### src/rtl/rbmg_pkg.sv
// ---------------------------------------------------------------------------
// rbmg_pkg: shared types and constants for the row-by-row maze generator
// Payload structs, label width and configuration register indexes.
// ---------------------------------------------------------------------------
package rbmg_pkg;

  localparam int LABEL_W = 16;
  localparam int COIN_W  = 32;
  localparam int ROW_W   = 10;
  localparam int CFG_W   = 11;
  localparam int CFG_IDX_W = 1;

  localparam logic [CFG_IDX_W-1:0] REG_NUM_ROWS = 1'b0;
  localparam logic [CFG_IDX_W-1:0] REG_NUM_COLS = 1'b1;

  typedef struct packed {
    logic [COIN_W-1:0] join_coins;
    logic [COIN_W-1:0] down_coins;
  } in_item_t;

  typedef struct packed {
    logic [COIN_W-1:0] right_walls;
    logic [COIN_W-1:0] down_walls;
    logic [ROW_W-1:0]  row_number;
    logic              final_row;
  } out_item_t;

endpackage

### src/rtl/row_by_row_maze_generator.sv
// ---------------------------------------------------------------------------
// row_by_row_maze_generator: Eller-style perfect maze, one row per transaction
// Column lanes hold set labels; a sequencer walks the columns left to right
// issuing merge broadcasts, then a down-wall pass and a relabel pass.
// ---------------------------------------------------------------------------
//  channel | signals                        | direction
//  in      | in_valid, in_ready, in_data    | transaction in (coins)
//  out     | out_valid, out_ready, out_data | transaction out (walls)
//  cfg     | cfg_we, cfg_idx, cfg_data      | register write
// Sequence: accept in idle, a merge pass that visits the columns one at a time
//   left to right, then a finish step; the pass is serialized by the single
//   shared merge broadcast bus.
// Reset: labels reload to col+1 through the init flag; row counter clears.
// Stalls: a finished row sits in the output register; the next transaction
//   is taken while it waits, but its result waits for that register.
module row_by_row_maze_generator #(
  parameter int MAX_COLS = 32,
  parameter int MAX_ROWS = 1024
) (
  input  logic                          clk,
  input  logic                          rst,
  input  logic                          in_valid,
  output logic                          in_ready,
  input  rbmg_pkg::in_item_t            in_data,
  output logic                          out_valid,
  input  logic                          out_ready,
  output rbmg_pkg::out_item_t           out_data,
  input  logic                          cfg_we,
  input  logic [rbmg_pkg::CFG_IDX_W-1:0] cfg_idx,
  input  logic [rbmg_pkg::CFG_W-1:0]    cfg_data
);
  import rbmg_pkg::*;

  localparam int LANES = (MAX_COLS < COIN_W) ? MAX_COLS : COIN_W;
  localparam int CW = $clog2(LANES + 1);
  localparam int IW = $clog2(LANES);

  localparam logic [1:0] S_IDLE = 2'd0;
  localparam logic [1:0] S_MERGE = 2'd1;
  localparam logic [1:0] S_FIN = 2'd2;

  logic [1:0] state;
  logic [10:0] num_rows;
  logic [5:0] num_cols;
  logic [ROW_W-1:0] row_counter;
  logic [IW-1:0] col;
  logic [CW-1:0] cols;
  logic last;
  logic [COIN_W-1:0] joins, downs, right;
  logic init;

  logic [LABEL_W-1:0] lbl [LANES];
  logic [LABEL_W-1:0] load_val [LANES];
  logic load [LANES];
  logic merge;
  logic [LABEL_W-1:0] a_lbl, b_lbl;

  // used column and row counts
  logic [CW-1:0] cols_c;
  logic [11:0] rows_c;
  always_comb begin
    if (num_cols < 6'd2) cols_c = CW'(2);
    else if (32'(num_cols) > LANES) cols_c = CW'(LANES);
    else cols_c = CW'(num_cols);
    if (num_rows == 11'd0) rows_c = 12'd1;
    else if (32'(num_rows) > MAX_ROWS) rows_c = 12'(MAX_ROWS);
    else rows_c = {1'b0, num_rows};
  end

  // config writes
  always_ff @(posedge clk) begin
    if (rst) begin
      num_rows <= 11'd10;
      num_cols <= 6'd10;
    end else if (cfg_we) begin
      case (cfg_idx)
        REG_NUM_ROWS: num_rows <= cfg_data;
        REG_NUM_COLS: num_cols <= cfg_data[5:0];
        default: ;
      endcase
    end
  end

  // current merge pair
  logic [IW-1:0] col_n;
  assign col_n = col + IW'(1);
  assign a_lbl = lbl[col];
  assign b_lbl = lbl[col_n];
  logic do_merge;
  assign do_merge = (state == S_MERGE) && (32'(col) + 1 < 32'(cols))
                    && (last || joins[col]) && (a_lbl != b_lbl);
  assign merge = do_merge;

  // down walls from final right walls
  logic [COIN_W-1:0] down_w;
  always_comb begin
    logic opened;
    opened = 1'b0;
    down_w = '0;
    for (int j = 0; j < COIN_W; j++) begin
      if (j < int'(cols)) begin
        if (last) begin
          down_w[j] = 1'b1;
        end else if (downs[j]) begin
          opened = 1'b1;
        end else if (!(right[j] && !opened)) begin
          down_w[j] = 1'b1;
        end
        if (right[j]) opened = 1'b0;
      end
    end
  end

  // fresh label base for next row
  logic [LABEL_W-1:0] base;
  assign base = LABEL_W'((32'(row_counter) + 1) * 32'(cols));

  // lanes; only columns in use take part in a merge
  for (genvar g = 0; g < LANES; g++) begin : g_lane
    always_comb begin
      if (init || (state == S_FIN && last)) begin
        load[g] = 1'b1;
        load_val[g] = LABEL_W'(g + 1);
      end else if (state == S_FIN && g < int'(cols) && down_w[g]) begin
        load[g] = 1'b1;
        load_val[g] = base + LABEL_W'(g + 1);
      end else begin
        load[g] = 1'b0;
        load_val[g] = '0;
      end
    end
    rbmg_lane u_lane (
      .clk(clk), .load(load[g]), .load_val(load_val[g]),
      .merge(merge && (g < int'(cols))),
      .from_lbl(b_lbl), .to_lbl(a_lbl), .lbl(lbl[g])
    );
  end

  assign in_ready = (state == S_IDLE) && !init;

  // sequencer
  always_ff @(posedge clk) begin
    if (rst) begin
      state <= S_IDLE;
      init <= 1'b1;
      row_counter <= '0;
      out_valid <= 1'b0;
    end else begin
      init <= 1'b0;
      if (state == S_FIN && (!out_valid || out_ready)) out_valid <= 1'b1;
      else if (out_valid && out_ready) out_valid <= 1'b0;
      case (state)
        S_IDLE: begin
          if (in_valid && in_ready) begin
            joins <= in_data.join_coins;
            downs <= in_data.down_coins;
            cols <= cols_c;
            last <= (12'(row_counter) + 12'd1 >= rows_c);
            right <= '0;
            col <= '0;
            state <= S_MERGE;
          end
        end
        S_MERGE: begin
          if (32'(col) < 32'(cols)) right[col] <= !do_merge;
          if (32'(col) + 1 >= 32'(cols)) state <= S_FIN;
          else col <= col_n;
        end
        S_FIN: begin
          if (!out_valid || out_ready) begin
            out_data.right_walls <= right;
            out_data.down_walls <= down_w;
            out_data.row_number <= row_counter;
            out_data.final_row <= last;
            row_counter <= last ? '0 : row_counter + ROW_W'(1);
            state <= S_IDLE;
          end
        end
        default: state <= S_IDLE;
      endcase
    end
  end

  // checks
  a_busy_not_ready: assert property (@(posedge clk) disable iff (rst)
    (state != S_IDLE) |-> !in_ready) else $error("ready while busy");
  a_last_wraps: assert property (@(posedge clk) disable iff (rst)
    (state == S_FIN && last && (!out_valid || out_ready)) |=> row_counter == '0)
    else $error("row counter did not wrap");
  a_out_hold: assert property (@(posedge clk) disable iff (rst)
    (out_valid && !out_ready) |=> out_valid) else $error("result dropped");
endmodule

### src/rtl/rbmg_lane.sv
// ---------------------------------------------------------------------------
// rbmg_lane: one column's label cell
// Holds a label and rewrites it when a merge broadcast names its set.
// ---------------------------------------------------------------------------
module rbmg_lane (
  input  logic                        clk,
  input  logic                        load,
  input  logic [rbmg_pkg::LABEL_W-1:0] load_val,
  input  logic                        merge,
  input  logic [rbmg_pkg::LABEL_W-1:0] from_lbl,
  input  logic [rbmg_pkg::LABEL_W-1:0] to_lbl,
  output logic [rbmg_pkg::LABEL_W-1:0] lbl
);
  import rbmg_pkg::*;

  // load has priority; merge relabels matching cells
  always_ff @(posedge clk) begin
    if (load) begin
      lbl <= load_val;
    end else if (merge && lbl == from_lbl) begin
      lbl <= to_lbl;
    end
  end
endmodule

### config.mk
export PLATFORM = sky130hd
export DESIGN_NAME = row_by_row_maze_generator
export DESIGN_NICKNAME = d
export VERILOG_FILES = /design/src/rtl/rbmg_pkg.sv /design/src/rtl/row_by_row_maze_generator.sv /design/src/rtl/rbmg_lane.sv
export SDC_FILE = /design/constraint.sdc
export NUM_CORES = 2
export LEC_CHECK = 0
export BUFFER_PORTS_ARGS = -buffer_cell sky130_fd_sc_hd__buf_2
export CORE_UTILIZATION = 55
export CTS_BUF_LIST = sky130_fd_sc_hd__clkbuf_8 sky130_fd_sc_hd__clkbuf_16
export DETAILED_ROUTE_END_ITERATION = 7
export PLACE_DENSITY = 0.72
export SYNTH_ARGS = -nofsm -noshare
export SYNTH_HDL_FRONTEND = slang
export SYNTH_SLANG_ARGS = --single-unit
### constraint.sdc
create_clock -name clk -period 8.1 [get_ports clk]
set_input_delay 1.62 -clock clk [delete_from_list [all_inputs] [get_ports clk]]
set_output_delay 1.62 -clock clk [all_outputs]
set_load 0.02 [all_outputs]
=== Word level (Yosys, flattened, before mapping) ===
Index checks and enable logic that the tools add are counted.

* Bits in registers: 726
* Input bits: 81
* Output and inout port bits: 77
* Logic and storage cells: 896

* $add $sub $neg: 37
* Multipliers: 1
* Order comparisons: 43
* Equal/unequal tests: 40
* Multiplexer cells: 472
* Bitwise operators: 4
* Reductions and logical operators: 250

{| class="wikitable"
|+ Operators with widths
! kind !! count
|-
| $mux 16 || 132
|-
| $eq 16x16->1 || 32
|-
| $mux 1 || 321
|-
| $add 16x5->16 const B || 16
|-
| $logic_and 1x1->1 || 168
|-
| $bmux 16 s5 || 2
|-
| $add 16x4->16 const B || 8
|-
| $lt 5x6->1 const A || 16
|-
| $reduce_bool 2->1 || 34
|-
| $add 16x3->16 const B || 4
|-
| $mux 32 || 2
|-
| $pmux 32 s2 || 1
|-
| $lt 4x6->1 const A || 8
|-
| $logic_not 1->1 || 34
|-
| $add 16x2->16 const B || 2
|-
| $bwmux 32 || 1
|-
| $lt 32x6->1 || 1
|-
| $lt 3x6->1 const A || 4
|-
| $add 10x1->11 const B || 2
|-
| $mux 11 || 2
|-
| $add 16x1->16 const B || 1
|-
| $add 16x6->16 const B || 1
|-
| $mul 11x6->16 || 1
|-
| $ne 16x16->1 || 1
|-
| 35 further kinds || 53
|}

=== Longest topological paths before layout ===
* Depth after elaboration: 134
* Depth in mapped cells: 27
* Gate-level depth less buffers: 22

=== Modules after synthesis ===
Synthesis repeated with hierarchy kept, for this count alone.

* Cell total of the unflattened synthesis: 5252
* Area total of the unflattened synthesis: 57123.5 um^2

{| class="wikitable"
|+ Modules (own cells, without submodules)
! module !! times used !! cells each !! area an instance (um^2) !! seq. area each (um^2)
|-
| row_by_row_maze_generator || 1 || 3460 || 29537.1 || 6115.9
|-
| rbmg_lane || 32 || 56 || 862.1 || 480.5
|}

=== Worst setup path before layout ===
Ideal clock, no wire load.

* Path kind: reg-to-reg
* From: register cols[5]
* To: register g_lane[15].u_lane.lbl[15] (netlist name), data pin
* Setup time: 0.152 ns
* Data arrival time: 6.599 ns
* Data required time: 7.948 ns
* Setup slack: 1.349 ns
* Stages on the path, launching flop included: 24
* Path buffers: 8
* Clock period less this slack: 6.751 ns
* Cells stage by stage: edfxtp_1 -> buf_2 -> clkbuf_1 -> clkbuf_1 -> clkbuf_1 -> nand2_1 -> fa_1 -> fa_1 -> inv_1 -> fa_1 -> ha_1 -> xnor2_1 -> clkbuf_1 -> clkbuf_1 -> ha_1 -> clkbuf_1 -> nand3_1 -> nor4_4 -> nand2_1 -> or4_1 -> clkbuf_1 -> o21ai_0 -> nand3_1 -> o21ai_0

* Longest elaborated chain between the ends: 68
* Elaborated cells on any way between the ends: 88
* Classes of those cells: add/sub: 1; mul: 1; order compare: 16; mux: 66; reduce/logical: 4

{| class="wikitable"
|+ RTL lines
! item !! RTL line !! text
|-
| from (decl) || row_by_row_maze_generator.sv:47 || <nowiki>logic [CW-1:0] cols;</nowiki>
|-
| from (signal assigned) || row_by_row_maze_generator.sv:157 || <nowiki>cols <= cols_c;</nowiki>
|-
| $lt 1x6->1 || row_by_row_maze_generator.sv:101 || <nowiki>if (j < int'(cols)) begin</nowiki>
|-
| $mux 1 || row_by_row_maze_generator.sv:101 ||
|-
| $mux 1 || row_by_row_maze_generator.sv:104 || <nowiki>end else if (downs[j]) begin</nowiki>
|-
| $mux 1 || row_by_row_maze_generator.sv:102 || <nowiki>if (last) begin</nowiki>
|-
| $mux 1 || row_by_row_maze_generator.sv:109 || <nowiki>if (right[j]) opened = 1'b0;</nowiki>
|-
| $mux 1 || row_by_row_maze_generator.sv:101 ||
|-
| $mux 1 || row_by_row_maze_generator.sv:104 ||
|-
| $mux 1 || row_by_row_maze_generator.sv:102 ||
|-
| (+52 left out) || n/a ||
|-
| $mux 1 || row_by_row_maze_generator.sv:106 || <nowiki>end else if (!(right[j] && !opened)) begin</nowiki>
|-
| $mux 1 || row_by_row_maze_generator.sv:104 ||
|-
| $mux 1 || row_by_row_maze_generator.sv:102 ||
|-
| $mux 1 || row_by_row_maze_generator.sv:101 ||
|-
| $logic_and 1x1->1 || row_by_row_maze_generator.sv:124 || <nowiki>end else if (state == S_FIN && g < int'(cols) && down_w[g]) begin</nowiki>
|-
| $mux 16 or $mux 1 (tied branches) || row_by_row_maze_generator.sv:124 ||
|-
| $mux 16 or $mux 1 (tied branches) || row_by_row_maze_generator.sv:121 || <nowiki>if (init || (state == S_FIN && last)) begin</nowiki>
|-
| $mux 16 (*) || rbmg_lane.sv:18 || <nowiki>if (load) begin</nowiki>
|-
| to (signal assigned) || rbmg_lane.sv:19 || <nowiki>lbl <= load_val;</nowiki>
|-
| to (signal assigned) || rbmg_lane.sv:21 || <nowiki>lbl <= to_lbl;</nowiki>
|-
| to (decl) || rbmg_lane.sv:12 || <nowiki>output logic [rbmg_pkg::LABEL_W-1:0] lbl</nowiki>
|}

Every way passes the cells marked *; elsewhere a longest branch is shown, timed or not.
A chain may end at the register's enable or synchronous reset.

=== Worst setup path after layout ===
* From: register row_counter[1]
* To: register g_lane[12].u_lane.lbl[13] (netlist name), data pin

* Longest elaborated chain between the ends: 6

{| class="wikitable"
|+ RTL lines
! item !! RTL line !! text
|-
| from (decl) || row_by_row_maze_generator.sv:45 || <nowiki>logic [ROW_W-1:0] row_counter;</nowiki>
|-
| from (signal assigned) || row_by_row_maze_generator.sv:175 || <nowiki>row_counter <= last ? '0 : row_counter + ROW_W'(1);</nowiki>
|-
| $add 10x1->11 || row_by_row_maze_generator.sv:116 || <nowiki>assign base = LABEL_W'((32'(row_counter) + 1) * 32'(cols));</nowiki>
|-
| $mul 11x6->16 || row_by_row_maze_generator.sv:116 ||
|-
| $add 16x4->16 || row_by_row_maze_generator.sv:126 || <nowiki>load_val[g] = base + LABEL_W'(g + 1);</nowiki>
|-
| $mux 16 || row_by_row_maze_generator.sv:124 ||
|-
| $mux 16 || row_by_row_maze_generator.sv:121 ||
|-
| $mux 16 || rbmg_lane.sv:18 ||
|-
| to (signal assigned) || rbmg_lane.sv:19 ||
|-
| to (signal assigned) || rbmg_lane.sv:21 ||
|-
| to (decl) || rbmg_lane.sv:12 ||
|}

Every way passes these cells.

==> results.py <==
metrics = {
    "logic_synthesis": {
        "yosysWarnings": 0,
        "yosysTopAreaCell": "edfxtp_1",
        "synth_fa_ha_area_share_pct": 2.98,
        "synth_area_per_cell_um2": 10.3,
        "synth_compound_gate_area_share_pct": 11.1,
        "synth_cells": 5295,
        "ys_ff_latch": 726,
        "syn_nets": 5484,
        "synth_top_area_share_pct": 38.3,
        "yosys.area_share.simple_pct": 14.2,
        "synth_xor_area_share_pct": 13.9,
        "synth_area_leaders": "edfxtp_1 (38%), mux4_2 (11%), xor2_1 (8.0%), xnor2_1 (5.9%), nor2_1 (4.0%)",
        "synth_cell_type_count": 96,
        "synth_edf_count": 695,
        "yosysSeqAreaShare_pct": 39.4,
        "async_flop_share_pct": 0,
        "synth_top_family_by_area": "simple AND/OR/NAND/NOR gates",
        "syn_area_mm2": 0.0545,
        "synth_mux_area_share_pct": 14.0,
        "ys.flop_type": "edfxtp_1",
    },
    "power": {
        "leakage_nw": 21.8,
        "power_density_mw_per_mm2": 212,
        "p_clk_share_pct": 31.8,
        "swShare_pct": 36.8,
        "power_switching_mw": 4.67,
        "total_power_mw": 12.7,
        "internal_power_mw": 8.02,
        "vdd_ir_drop_max_v": 0.000192,
        "seqPwrFrac_pct": 38.7,
        "pwr-share-comb_pct": 29.5,
    },
    "grt": {
        "use_met3_pct": 27.1,
        "met2_usage_pct": 69.5,
        "grt_max_degree": 130,
        "grt_pass1_wl_um": 361000,
        "antenna_found_initial": 8,
        "grt_pass1_vias": 44900,
        "grtUsageMet1_pct": 64.5,
        "grt.busiest_layer": "met2",
        "overflow": 0,
        "track_usage_pct": 52.4,
    },
    "run": {
        "max_cap_violations": 1,
    },
    "placement": {
        "numPortBuffers": 157,
        "dp_slack_ns": 0.633,
        "dp.cells": 6470,
        "place_hpwl_um": 186000,
        "gp_congestion": 1.19,
        "postPlaceCellArea_mm2": 0.0570,
    },
    "clock_network": {
        "cts_sinks": 726,
        "cts_buffers": 85,
        "path_clk_slew_ns": 0.06,
        "cts_setup_buffers": 0,
        "clk_path_buf_depth": 3,
        "cts_tree": "yes",
        "cts_root_buffer": "clkbuf_16",
        "htreeDepth": 3,
        "cts_resized": 0,
        "cts_hold_buf": 0,
        "clk_latency_ns": 0.72,
    },
    "floorplan": {
        "die-area_mm2": 0.100,
        "start_util_pct": 55.4,
        "core-area_mm2": 0.0983,
        "boundaryPins": 158,
        "dieHeight_um": 317,
        "fp-row-count": 115,
        "fp.dieW_um": 317,
    },
    "sta": {
        "period_share_pct": 93.5,
        "fmax_mhz": 132,
        "hold_violations": 0,
        "min_period_ns": 7.58,
        "drv_slew": 1,
        "final-setup-viol-count": 0,
        "finalSetupTns_ns": 0,
        "rsz0062_at_grt": "no",
        "holdWs_ns": 0.466,
        "worstMarginPinSlew_ns": 1.49,
        "finClkSkew_ns": 0.0358,
        "relSlewSlack_pct": -0.369,
        "setup_ws_ns": 0.523,
    },
    "detailed_routing": {
        "vias": 49500,
        "dr.pass1.iters": 8,
        "drt_wl_total_um": 266000,
        "drt_iter0_drc": 9890,
        "drcViolationCount": 5,
        "avgRoutedWirePerCell_um": 40.1,
        "drtAntennaViolNets": 0,
        "viasPerCell": 7.45,
    },
    "setup_path": {
        "cpMaxStageDelayCell": "a21oi_2",
        "cpPeakStageDelay_ns": 1.01,
        "worst-path-buf-inv": 3,
        "worstPathMaxFanout": 16,
        "cp-start-kind": "register",
        "critPathRequiredTime_ns": 8.62,
        "reg2reg_from": "row_counter[1]$_SDFFE_PP0P_",
        "crit_path_end_kind": "register",
        "crit_start": "row_counter[1]$_SDFFE_PP0P_",
        "critPathKind": "reg -> reg",
        "cp_top_family": "adder cells",
        "path_common_cell": "fa_1",
        "worstPathArrival_ns": 8.10,
        "path_cells": "ha_1 > nand3_1 > nor2_1 > xor2_1 > nand2_1 > fa_1 > inv_1 > fa_1 > fa_1 > ha_1 > o21a_1 > o21ai_0 > nor2b_1 > a21o_1 > xor2_2 > nor4_4 > buf_4 > nand2_1 > buf_4 > a21oi_2 > o211ai_1 > mux2i_1",
    },
    "layout": {
        "final_cells": 6637,
        "n_fill_cell": 8166,
        "nets": 5459,
        "final_util_pct": 60.9,
        "area_growth_pct": 9.85,
        "design_area_mm2": 0.0599,
        "drive_above_1_share_pct": 16.3,
        "most-common-layout-cells": "edfxtp_1 (695), nor2_1 (564), nand2_1 (547)",
        "layout_commonest_cell": "edfxtp_1",
    },
    "worst_hold_path": {
        "min_path_type": "reg -> reg",
        "hp-start": "num_cols[0]$_SDFFE_PP0P_",
    },
    "status": {
        "outcome": "finished, violations left",
        "violations": "design-rule violations, max-capacitance violations, max-slew violations",
    },
}
[final timing paths]
| kind | slack, ns | cells past startpoint | endpoint |
|---|---|---|---|
| worst max-delay path | 0.52 | 22 | g_lane[12].u_lane.lbl[13]$_DFFE_PP_ |
| worst min-delay path | 0.47 | 2 | num_cols[0]$_SDFFE_PP0P_ |
| worst max register to register | 0.52 | 22 | g_lane[12].u_lane.lbl[13]$_DFFE_PP_ |
| worst min register to register | 0.47 | 2 | num_cols[0]$_SDFFE_PP0P_ |
[synthesized netlist by cell type (32+ instances only)]
library cell,number
a211oi_1,249
mux4_2,265
clkbuf_1,311
a21oi_1,180
a22oi_1,69
a311oi_1,32
nand4_1,149
buf_2,124
ha_1,72
xor2_1,497
xnor2_1,365
o21ai_0,142
nor2_1,578
edfxtp_1,695
buf_1,35
nor4_1,54
mux2i_1,159
nor2b_1,46
and2_1,33
nor3_1,44
nand3_1,183
nand2_1,547
inv_1,76
fa_1,36
[tightest hold or removal path: cells and delay by family (launching register included)]
kind,cells,cell delay (ns)
DFF,1,0.31
AOI/OAI and AO/OA,1,0.05
and+or+nand+nor,1,0.05
[cell families after synthesis]
kind of cell,count (synthesis)
AO/OA/AOI/OAI,876
XOR/XNOR,863
adder cells (fa/ha/maj),108
buffers and inverters,576
flip-flops,726
multiplexers,430
AND/OR/NAND/NOR,1716
[metal layers]
| layer | wire (um) | vias to the layer above |
|---|---|---|
| li1 | - | 19400 |
| met1 | 88300 | 24000 |
| met2 | 104000 | 4880 |
| met3 | 49000 | 1193 |
| met4 | 25100 | 8 |
| met5 | 181 | - |
[flip-flops by register name, summed over array words and instances, names as in the netlist]
| signal | count |
|---|---|
| joins | 32 |
| init | 1 |
| last | 1 |
| g_lane.u_lane.lbl | 512 |
| col | 5 |
| num_rows | 11 |
| state | 2 |
| out_data | 75 |
| row_counter | 10 |
| right | 32 |
| cols | 6 |
| num_cols | 6 |
| downs | 32 |
| out_valid | 1 |
[final cells by class]
cell class | instances | area, um^2 | area share, %
clock buffers | 89 | 2200 | 3.68
multi-input cells | 3993 | 30900 | 51.6
clock inverters | 70 | 618 | 1.03
inverters | 86 | 325 | 0.544
repair buffers | 378 | 2670 | 4.46
diodes | 8 | 20.0 | 0.0334
flip-flops and latches | 726 | 21500 | 35.9
well taps | 1287 | 1610 | 2.69
[power groups by stage]
| stage | sequential, mW | combinational [mW] | clock (mW) |
|---|---|---|---|
| 2_1_floorplan | 4.82 | 2.11 | 0 |
| 3_3_place_gp | 4.94 | 3.44 | 0 |
| 3_5_place_dp | 4.96 | 3.46 | 0 |
| 4_1_cts | 4.88 | 3.48 | 4.00 |
| 5_1_grt | 4.92 | 3.74 | 4.14 |
| 6_report | 4.91 | 3.74 | 4.04 |
Note: power is estimated with default switching activity, not from simulation.
